[config.mk]
export PLATFORM = sky130hd
export DESIGN_NAME = linear_queue_with_search
export DESIGN_NICKNAME = d
export VERILOG_FILES = /design/src/rtl/lqws_pkg.sv /design/src/rtl/linear_queue_with_search.sv
export SDC_FILE = /design/constraint.sdc
export NUM_CORES = 1
export LEC_CHECK = 0
export BUFFER_PORTS_ARGS = -buffer_cell sky130_fd_sc_hd__buf_2
export CORE_MARGIN = 2
export CORE_UTILIZATION = 47
export DETAILED_ROUTE_END_ITERATION = 10
export GPL_TIMING_DRIVEN = 1
export PLACE_DENSITY_LB_ADDON = 0.12
export SLEW_MARGIN = 10
export SYNTH_ARGS = -nofsm -noshare
export SYNTH_HDL_FRONTEND = slang
export SYNTH_SLANG_ARGS = --single-unit
[constraint.sdc]
create_clock -name clk_i -period 4.8 [get_ports clk_i]
set_input_delay 0 -clock clk_i [delete_from_list [all_inputs] [get_ports clk_i]]
set_output_delay 0 -clock clk_i [all_outputs]
set_load 0.05 [all_outputs]
[src/rtl/lqws_pkg.sv]
// Package for the linear queue with search: widths, codes and state types.
`timescale 1ns / 1ps

package lqws_pkg;

  // Default number of slots
  localparam int unsigned DEPTH_DEFAULT = 16;

  // Field widths
  localparam int unsigned ACTION_W = 2;
  localparam int unsigned VALUE_W  = 32;
  localparam int unsigned STATUS_W = 2;
  localparam int unsigned POS_W    = 4;

  // Packed stream widths
  localparam int unsigned IN_DATA_W  = 2 * VALUE_W;
  localparam int unsigned OUT_DATA_W = 40;

  // Operation codes carried on the input tuser
  typedef enum logic [ACTION_W-1:0] {
    ACT_INSERT = 2'd0,
    ACT_DELETE = 2'd1,
    ACT_FIND   = 2'd2,
    ACT_CHANGE = 2'd3
  } action_e;

  // Result codes carried on the output tuser
  typedef enum logic [STATUS_W-1:0] {
    ST_OK       = 2'd0,
    ST_FULL     = 2'd1,
    ST_EMPTY    = 2'd2,
    ST_NOTFOUND = 2'd3
  } status_e;

  // Sequencer states
  typedef enum logic [1:0] {
    S_IDLE = 2'd0,
    S_EXEC = 2'd1,
    S_SCAN = 2'd2,
    S_DONE = 2'd3
  } state_e;

endpackage

[src/rtl/linear_queue_with_search.sv]
// Top level of the linear queue with search: slot memory, scan sequencer, output register.
`timescale 1ns / 1ps

// Non-circular queue of DEPTH slots with insert, delete, find and change.
// Input channel s_axis: tuser carries the operation, tdata the value (or key)
// and the replacement value. Output channel m_axis: tuser carries the status,
// tdata the data word and slot position, tlast marks the final item of the
// results that one input item causes.
// One input item is worked at a time. Insert and operations on an empty queue
// push their result from S_EXEC, delete from its first S_SCAN step. Find and
// change compare one slot per cycle while the scan is not held, through the
// single registered read port of the slot memory, from the front to the last
// filled slot; S_DONE closes a find or a miss. A find issues one item per
// match, held back one match so that the last one carries tlast.
// The result sits in an output register; the next input item is accepted while
// it waits. When the receiver stalls, the sequencer holds wherever it needs to
// emit another item, and resumes when the output register frees up.
// Reset clears the front index and fill count (empty queue); slot contents
// are undefined until written, and no clearing pass is needed.
module linear_queue_with_search #(
  parameter int unsigned DEPTH = lqws_pkg::DEPTH_DEFAULT
) (
  input  logic                                 clk_i,
  input  logic                                 rst_ni,
  // Input item: tdata = {new_value[63:32], value[31:0]}, tuser = action
  input  logic                                 s_axis_tvalid,
  output logic                                 s_axis_tready,
  input  logic [lqws_pkg::IN_DATA_W-1:0]       s_axis_tdata,
  input  logic [lqws_pkg::ACTION_W-1:0]        s_axis_tuser,
  // Result item: tdata = {zero[39:36], position[35:32], data[31:0]},
  // tuser = status, tlast = last
  output logic                                 m_axis_tvalid,
  input  logic                                 m_axis_tready,
  output logic [lqws_pkg::OUT_DATA_W-1:0]      m_axis_tdata,
  output logic [lqws_pkg::STATUS_W-1:0]        m_axis_tuser,
  output logic                                 m_axis_tlast
);

  localparam int unsigned AW = $clog2(DEPTH);
  localparam int unsigned CW = $clog2(DEPTH + 1);
  localparam int unsigned VW = lqws_pkg::VALUE_W;
  localparam int unsigned PW = lqws_pkg::POS_W;

  // Sequencer and queue pointers
  lqws_pkg::state_e  state_q, state_d;
  logic [CW-1:0]     front_q, front_d;
  logic [CW-1:0]     filled_q, filled_d;
  logic [CW-1:0]     idx_q, idx_d;

  // Latched input item
  lqws_pkg::action_e act_q;
  logic [VW-1:0]     key_q, repl_q;

  // Held find match
  logic              pend_valid_q, pend_valid_d;
  logic [VW-1:0]     pend_data_q, pend_data_d;
  logic [CW-1:0]     pend_pos_q, pend_pos_d;

  // Output register
  logic              out_valid_q, out_valid_d;
  lqws_pkg::status_e out_status_q;
  logic [VW-1:0]     out_data_q;
  logic [PW-1:0]     out_pos_q;
  logic              out_last_q;

  // Slot memory
  logic [VW-1:0]     mem [DEPTH];
  logic [VW-1:0]     rd_data_q;
  logic              mem_we;
  logic [AW-1:0]     mem_waddr;
  logic [VW-1:0]     mem_wdata;

  // Result push
  logic              push;
  lqws_pkg::status_e push_status;
  logic [VW-1:0]     push_data;
  logic [CW-1:0]     push_pos;
  logic              push_last;

  logic              in_acc;
  logic              out_free;
  logic              is_empty;
  logic              is_full;
  logic              match;
  logic              scan_end;
  logic              scan_stall;

  assign s_axis_tready = (state_q == lqws_pkg::S_IDLE);
  assign in_acc        = s_axis_tvalid && s_axis_tready;
  assign out_free      = !out_valid_q || m_axis_tready;
  assign is_empty      = (front_q >= filled_q);
  assign is_full       = (filled_q == CW'(DEPTH));
  assign match         = (rd_data_q == key_q);
  assign scan_end      = ((idx_q + CW'(1)) >= filled_q);

  // Hold the scan whenever an item must go out and the output is busy
  always_comb begin
    scan_stall = 1'b0;
    case (act_q)
      lqws_pkg::ACT_DELETE: scan_stall = !out_free;
      lqws_pkg::ACT_FIND:   scan_stall = match && pend_valid_q && !out_free;
      lqws_pkg::ACT_CHANGE: scan_stall = match && !out_free;
      default:              scan_stall = 1'b0;
    endcase
  end

  // Next state
  always_comb begin
    state_d = state_q;
    unique case (state_q)
      lqws_pkg::S_IDLE: begin
        if (in_acc) state_d = lqws_pkg::S_EXEC;
      end
      lqws_pkg::S_EXEC: begin
        if (act_q == lqws_pkg::ACT_INSERT || is_empty) begin
          if (out_free) state_d = lqws_pkg::S_IDLE;
        end else begin
          state_d = lqws_pkg::S_SCAN;
        end
      end
      lqws_pkg::S_SCAN: begin
        if (!scan_stall) begin
          if (act_q == lqws_pkg::ACT_DELETE) begin
            state_d = lqws_pkg::S_IDLE;
          end else if (act_q == lqws_pkg::ACT_CHANGE && match) begin
            state_d = lqws_pkg::S_IDLE;
          end else if (scan_end) begin
            state_d = lqws_pkg::S_DONE;
          end
        end
      end
      lqws_pkg::S_DONE: begin
        if (out_free) state_d = lqws_pkg::S_IDLE;
      end
      default: state_d = lqws_pkg::S_IDLE;
    endcase
  end

  // Datapath control
  always_comb begin
    push         = 1'b0;
    push_status  = lqws_pkg::ST_OK;
    push_data    = '0;
    push_pos     = '0;
    push_last    = 1'b1;
    idx_d        = idx_q;
    front_d      = front_q;
    filled_d     = filled_q;
    pend_valid_d = pend_valid_q;
    pend_data_d  = pend_data_q;
    pend_pos_d   = pend_pos_q;
    mem_we       = 1'b0;
    mem_waddr    = filled_q[AW-1:0];
    mem_wdata    = key_q;
    unique case (state_q)
      lqws_pkg::S_IDLE: begin
        pend_valid_d = 1'b0;
      end
      lqws_pkg::S_EXEC: begin
        idx_d = front_q;
        if (act_q == lqws_pkg::ACT_INSERT) begin
          if (out_free) begin
            push = 1'b1;
            if (is_full) begin
              push_status = lqws_pkg::ST_FULL;
            end else begin
              mem_we   = 1'b1;
              filled_d = filled_q + CW'(1);
            end
          end
        end else if (is_empty) begin
          push        = out_free;
          push_status = lqws_pkg::ST_EMPTY;
        end
      end
      lqws_pkg::S_SCAN: begin
        if (!scan_stall) begin
          case (act_q)
            lqws_pkg::ACT_DELETE: begin
              push      = 1'b1;
              push_data = rd_data_q;
              front_d   = front_q + CW'(1);
            end
            lqws_pkg::ACT_CHANGE: begin
              if (match) begin
                push      = 1'b1;
                push_data = rd_data_q;
                push_pos  = idx_q;
                mem_we    = 1'b1;
                mem_waddr = idx_q[AW-1:0];
                mem_wdata = repl_q;
              end else begin
                idx_d = idx_q + CW'(1);
              end
            end
            default: begin
              // Find: release the held match, keep this one back
              if (match) begin
                push         = pend_valid_q;
                push_data    = pend_data_q;
                push_pos     = pend_pos_q;
                push_last    = 1'b0;
                pend_valid_d = 1'b1;
                pend_data_d  = rd_data_q;
                pend_pos_d   = idx_q;
              end
              idx_d = idx_q + CW'(1);
            end
          endcase
        end
      end
      lqws_pkg::S_DONE: begin
        push = out_free;
        if (pend_valid_q) begin
          push_data = pend_data_q;
          push_pos  = pend_pos_q;
        end else begin
          push_status = lqws_pkg::ST_NOTFOUND;
        end
      end
      default: begin
        push = 1'b0;
      end
    endcase
  end

  assign out_valid_d = push || (out_valid_q && !m_axis_tready);

  // Control registers
  always_ff @(posedge clk_i or negedge rst_ni) begin
    if (!rst_ni) begin
      state_q      <= lqws_pkg::S_IDLE;
      front_q      <= '0;
      filled_q     <= '0;
      idx_q        <= '0;
      pend_valid_q <= 1'b0;
      out_valid_q  <= 1'b0;
    end else begin
      state_q      <= state_d;
      front_q      <= front_d;
      filled_q     <= filled_d;
      idx_q        <= idx_d;
      pend_valid_q <= pend_valid_d;
      out_valid_q  <= out_valid_d;
    end
  end

  // Payload registers
  always_ff @(posedge clk_i) begin
    if (in_acc) begin
      act_q  <= lqws_pkg::action_e'(s_axis_tuser);
      key_q  <= s_axis_tdata[VW-1:0];
      repl_q <= s_axis_tdata[2*VW-1:VW];
    end
    pend_data_q <= pend_data_d;
    pend_pos_q  <= pend_pos_d;
    if (push) begin
      out_status_q <= push_status;
      out_data_q   <= push_data;
      out_pos_q    <= PW'(push_pos);
      out_last_q   <= push_last;
    end
  end

  // Slot memory: one write port, one registered read port that follows the scan index
  always_ff @(posedge clk_i) begin
    if (mem_we) mem[mem_waddr] <= mem_wdata;
    rd_data_q <= mem[idx_d[AW-1:0]];
  end

  // Drive the output channel
  assign m_axis_tvalid = out_valid_q;
  assign m_axis_tuser  = out_status_q;
  assign m_axis_tlast  = out_last_q;
  assign m_axis_tdata  = {(lqws_pkg::OUT_DATA_W - VW - PW)'(0), out_pos_q, out_data_q};

endmodule

==> qor.yml, run 1 <==
outcome: "finished clean"
rows: 88
ys_ff_latch: 704
timing.final.crit_period_ps: 4460
crit_arrival_ps: 4940
initialDrtViolationCount: 1428
hold_slack_ps: 95.0
netlist_instances: 1596
synthDominantAreaCellType: "edfxtp_1"
cp_max_fo: 35
drv_slew: 0
clk_path_buf_depth: 3
reg2reg_to: "rd_data_q[15]"
synth_ff_type: "edfxtp_1"
p_leak_nw: 11.6
gr-total-overflow: 0
synth_area_leaders: "edfxtp_1 (72%), mux2i_1 (9.5%), o22ai_1 (3.0%)"
grt_use_total: 0.235
rsz0062_at_grt: "false"
syn_to_final_growth_pct: 19.1
r2r_start: "key_q[6]"
synth_area_sq_um: 27200
async_flop_share: 0.0270
setup_slack_ps: 335
drt_first_pass_iters: 7
yosysWarnings: 0
dieArea_sq_um: 59800
fmax_mhz: 224
setup_viol: 0
start_util: 0.473
post-cts-setup-buffers: 0
detail-route-antenna-nets: 0
port_buffers: 110
relSlewSlack: 0.243
fin_crit_sh: 0.930
grt_pass1_vias: 14700
hold_end: "key_q[18]"
placed_cell_area_sq_um: 29300
core_sq_um: 57500
grt_max_degree: 39
powerDensity_nw_per_um2: 613
power_mw: 19.9
tightest_slew_ps: 1140
cp.required_ps: 5280
drc: 0
holdPathStages: 2
h-tree-depth: 3
min_from: "s_axis_tdata[18]"
drive_gt1_frac: 0.164
hold_violations: 0
synth_edf_count: 653
r2r_slack_ps: 340
final_area_sq_um: 32400
cts_made_buffers: 74
crit_type: "flop to flop"
clock_latency_ps: 610
wl_um: 70000
ys_types: 51
yosysSeqAreaShare: 0.762
peakVddDrop_mv: 0.406
via_per_inst: 5.67
die-height_um: 245
syn_avg_cell_area_sq_um: 17.0
nets: 1920
yosys.area.top_type_share: 0.721
routedWlPerCell_um: 26.4
end_kind: "flop"
cts.sinks: 704
tritoncts: "built"
root_buffer: "clkbuf_16"
die_w_um: 245
fin_skew_ps: 18.1
hold_path.class: "input port to flop"
ios: 115
cts.clk_slew.worst_paths_ps: 60
vias: 15000
ff2ff_path_depth: 16
maxCapViolCount: 0
place_congestion: 0.771
antennaDiodeCount: 0
tns_ps: 0
dp_hpwl_um: 36800
pre_cts_ws_ps: 81.8
critPathLaunchType: "flop"
grt_pass1_wl_um: 100000
antenna_found_initial: 1
layout make-up:
class                           instances  area, sq um
Inverter                               20         75.1
Multi-Input combinational cell        787         6070
Timing Repair Buffer                  244         2190
Sequential cell                       704        20700
Clock buffer                          105         2070
Fill cell                            4441        25100
Clock inverter                         25          309
Tap cell                              765          957
sequential cells by signal (all words and copies together) (netlist names):
name	flops
act_q	2
rd_data_q	32
idx_q	5
out_data_q	32
m_axis_tlast	1
m_axis_tuser	2
pend_data_q	32
pend_pos_q	4
repl_q	32
filled_q	5
pend_valid_q	1
out_pos_q	4
key_q	32
state_q	2
mem	512
front_q	5
m_axis_tvalid	1
cell usage after synthesis (all sizes together) (2+ instances only):
master and number:
a21o 5, a21oi 9, a22o 35, a31oi 6
and3 2, buf 45, clkbuf 43, dfrtp 19
dfxtp 32, edfxtp 653, ha 19, inv 20
mux2i 257, nand2 120, nand2b 8, nand3 18
nand4 13, nand4b 2, nor2 31, nor2b 4
nor3 2, nor3b 2, nor4 2, o2111ai 3
o211ai 3, o21a 3, o21ai 17, o22ai 130
or3 5, or4 32, xnor2 42
repair_timing:
action	in CTS	in global routing
setup endpoints to repair	0	32
hold buffers	70	0
endpoints found under the hold margin	88	0
gates resized for setup	0	2
cells by family (layout without fill, tap and decap cells):
| logic type | Yosys count | after routing | share of synthesized area |
|---|---|---|---|
| flops | 704 | 704 | 0.762 |
| mux | 258 | 258 | 0.0950 |
| simple gates | 244 | 244 | 0.0436 |
| compound gates | 219 | 219 | 0.0545 |
| buf+inv | 108 | 394 | 0.0224 |
| xor+xnor | 43 | 43 | 0.0138 |
| fa+ha+maj | 19 | 19 | 0.00874 |
| other cells | 1 | 4 | 0.000138 |
layer usage:
layer,routed length [um],up-vias,global-route usage
met5,0,-,0
met4,2040,0,0.0735
met3,4620,122,0.0430
met2,32700,531,0.373
met1,30600,7662,0.332
li1,-,6718,-
worst max path at each step:
stage	from	slack, ps	cells past startpoint	end
2_1_floorplan	state_q[0]	370	4	act_q[0]
3_3_place_gp	key_q[29]	120	16	rd_data_q[10]
3_5_place_dp	key_q[29]	80	16	rd_data_q[27]
4_1_cts	key_q[29]	30	16	rd_data_q[15]
5_1_grt	key_q[29]	100	16	rd_data_q[12]
6_report	key_q[6]	340	16	rd_data_q[15]
placed cells by master, fill, tap and decap left out, types with 3 or more instances in the layout:
master           n
a21o_1           5
a21oi_1          9
a22o_1          35
a31oi_1          6
buf_12          37
buf_2          110
buf_4           27
bufinv_16        7
clkbuf_1        23
clkbuf_16       76
clkbuf_8         6
clkinv_1         8
clkinv_2         7
conb_1           4
dfrtp_1         19
dfxtp_1         32
dlygate4sd3_1   70
edfxtp_1       653
ha_1            19
inv_1           18
mux2i_1        257
nand2_1        119
nand2b_1         8
nand3_1         14
nand3_2          4
nand4_1         13
nor2_1          12
nor2_4          19
nor2b_1          4
o211ai_1         3
o21a_1           3
o21ai_0         17
o22ai_1        130
or3_1            4
or4_1           32
xnor2_1         41
stage by stage:
stage                     cells  utilization
after CTS                  2650        0.563
after floorplan            1599            -
after global routing       2650        0.564
after global placement     2450        0.510
final                      2650        0.564
after detailed placement   2450        0.510
power by group:
part | switching [mW] | internal, mW
sequential | 0.430 | 7.49
combinational | 3.67 | 2.65
clock | 2.25 | 3.38
total | 6.35 | 13.5
worst max-delay path, stage by stage, from the launching register on:
cell and delay (ps):
edfxtp_1 440, xnor2_1 480, nand4_1 190, nor4_2 500, nand2_1 230, inv_1 130, ha_1 240, nand2_1 70
o211ai_1 80, o21ai_0 120, o2111ai_2 140, o211ai_1 190, buf_12 360, buf_4 280, mux2i_1 250, o22ai_1 100
or4_1 510
No activity file was read; power rests on OpenSTA's default activity.
==> inputs of run 2 (changes only) <==
--- a/config.mk
+++ b/config.mk
@@ -6,6 +6,7 @@
 export NUM_CORES = 1
 export LEC_CHECK = 0
 export BUFFER_PORTS_ARGS = -buffer_cell sky130_fd_sc_hd__buf_2
+export CORE_ASPECT_RATIO = 0.9
 export CORE_MARGIN = 2
 export CORE_UTILIZATION = 47
 export DETAILED_ROUTE_END_ITERATION = 10
==> run 2 against run 1 <==
  * Setup slack lost 110 ps
  * Register-to-register slack worse by 110 ps
  * Combinational power shrank 3%
  * First-iteration DRC count fell by 5.7%
  * Design area down 0.63%
  * Clock power shrank 2%
==> qor.yml, run 2 (synthesis results as in run 1) <==
outcome: "finished clean"
worstPathCellList: "xnor2_4, nand4_1, nor4_4, nand2_1, inv_1, ha_1, nand2_1, o211ai_1, o21ai_0, o2111ai_2, o211ai_1, buf_12, buf_12, mux2i_1, o22ai_1, or4_1"
final_area_sq_um: 32200  # -0.63%
vias: 15000  # -0.53%
dieArea_sq_um: 59800  # about the same
relSlewSlack: 0.293  # +0.0498
drive_gt1_frac: 0.164  # -0.000367
cts.sinks: 704  # unchanged
fin_crit_sh: 0.953  # +0.0227
p_leak_nw: 11.5  # -0.78%
rows: 83  # -5.7%
r2r_slack_ps: 230  # -110 ps
reg2reg_to: "rd_data_q[2]"
tightest_slew_ps: 1060  # -74.7 ps
final_cell_mix: "edfxtp_1 (653), mux2i_1 (257), o22ai_1 (130), nand2_1 (119), buf_2 (110)"
die_w_um: 258  # +5.3%
regMostFlops: "mem"
peakVddDrop_mv: 0.359  # -11%
slowest_stage: "or4_1"
end_kind: "flop"
crit_type: "flop to flop"
drv_slew: 0  # unchanged
post-cts-setup-buffers: 0  # unchanged
wl_met1_um: 30100  # -1.6%
dr.max_layer_used: "met4"
nets: 1912  # -0.42%
ios: 115  # unchanged
tns_ps: 0  # unchanged
hold_path.class: "input port to flop"
timing.final.crit_period_ps: 4570  # +109 ps
max_stage_delay_ps: 530  # +20 ps
die-height_um: 232  # -5.0%
grt_max_degree: 67  # +72%
dp_hpwl_um: 37200  # +1.0%
h-tree-depth: 3  # unchanged
initialDrtViolationCount: 1346  # -5.7%
start_util: 0.476  # +0.00297
hold_violations: 0  # unchanged
clk_path_buf_depth: 3  # unchanged
hold_end: "key_q[5]"
final_common_cell: "edfxtp_1"
crit_arrival_ps: 5040  # +100 ps
cts_made_buffers: 73  # -1.4%
gr-total-overflow: 0  # unchanged
critPathLaunchType: "flop"
detail-route-antenna-nets: 0  # unchanged
holdPathStages: 2  # unchanged
wl_met2_um: 31700  # -3.1%
hold_slack_ps: 97.1  # +2.06 ps
setup_viol: 0  # unchanged
grt_pass1_vias: 14700  # +0.33%
fin_skew_ps: 26.7  # +8.64 ps
rsz0062_at_grt: "false"
routedWlPerCell_um: 26.0  # -1.3%
via_per_inst: 5.66  # -0.26%
powerDensity_nw_per_um2: 607  # -0.95%
grt_use_total: 0.232  # -0.00379
largest_reg_flops: 512  # unchanged
cp.required_ps: 5270  # about the same
port_buffers: 110  # unchanged
r2r_start: "key_q[12]"
placed_cell_area_sq_um: 29100  # -0.61%
clock_latency_ps: 610  # about the same
core_sq_um: 57100  # -0.62%
antenna_found_initial: 4  # +3
ff2ff_path_depth: 16  # unchanged
min_from: "s_axis_tdata[5]"
fmax_mhz: 219  # -2.4%
syn_to_final_growth_pct: 18.3
cts.clk_slew.worst_paths_ps: 60  # about the same
cp_max_fo: 33  # -5.7%
drt_first_pass_iters: 5  # -2
tritoncts: "built"
grt_pass1_wl_um: 99600  # -0.68%
place_congestion: 0.787  # +2.1%
root_buffer: "clkbuf_16"
maxCapViolCount: 0  # unchanged
wl_um: 68800  # -1.6%
drc: 0  # unchanged
wl_met3_um: 4580  # -0.93%
==> run 2: area by class of cell <==
type	count	area, sq um
Clock inverter	21	225
Timing Repair Buffer	237	2020
Inverter	20	75.1
Antenna cell	1	2.50
Fill cell	4439	24900
Clock buffer	108	2100
Multi-Input combinational cell	787	6100
Sequential cell	704	20700
Tap cell	765	957
==> run 2: what timing repair did <==
action / CTS / global route
pin swaps: 0 / 0
endpoints found under the setup margin: 32 / 28
hold buffers: 70 / 0
gates resized for setup: 1 / 4
endpoints found under the hold margin: 88 / 0
==> run 2: worst max-delay path by stage <==
stage	slack [ps]	startpoint	end	cells past startpoint
detailed placement	-140	key_q[12]	rd_data_q[2]	16
CTS	30	key_q[12]	rd_data_q[2]	16
floorplan	370	state_q[0]	act_q[0]	4
global route	20	key_q[2]	rd_data_q[2]	16
finish	230	key_q[12]	rd_data_q[2]	16
global placement	-80	key_q[12]	rd_data_q[25]	16
==> run 2: routing by layer <==
| metal | vias up | GRT usage |
|---|---|---|
| met2 | 502 | 0.362 |
| met4 | 0 | 0.0860 |
| met1 | 7621 | 0.325 |
| met3 | 122 | 0.0430 |
| met5 | - | 0 |
| li1 | 6709 | - |
==> run 2: worst max-delay path, delay by kind of cell (launching register included) <==
kind	cells	cell delay [ps]
mux	1	240
fa+ha+maj	1	230
buf+inv	3	690
simple gates	5	1640
xor+xnor	1	350
flops	1	480
compound gates	5	770
==> run 2: metrics by stage <==
stage	total power, mW	instances	util	worst slack [ps]
floorplan	12.5	1599	-	367
global placement	14.1	2443	0.510	-79.0
detailed placement	14.1	2443	0.510	-144
CTS	19.7	2642	0.563	29.7
global route	20.4	2642	0.564	15.4
finish	19.6	2643	0.564	226
==> run 2: where the power goes <==
group | leakage (nW) | internal [mW] | switching [mW] | total (mW)
clock network | 1.14 | 3.24 | 2.25 | 5.49
registers | 6.43 | 7.49 | 0.411 | 7.90
logic | 3.96 | 2.51 | 3.65 | 6.16
total | 11.5 | 13.2 | 6.31 | 19.6
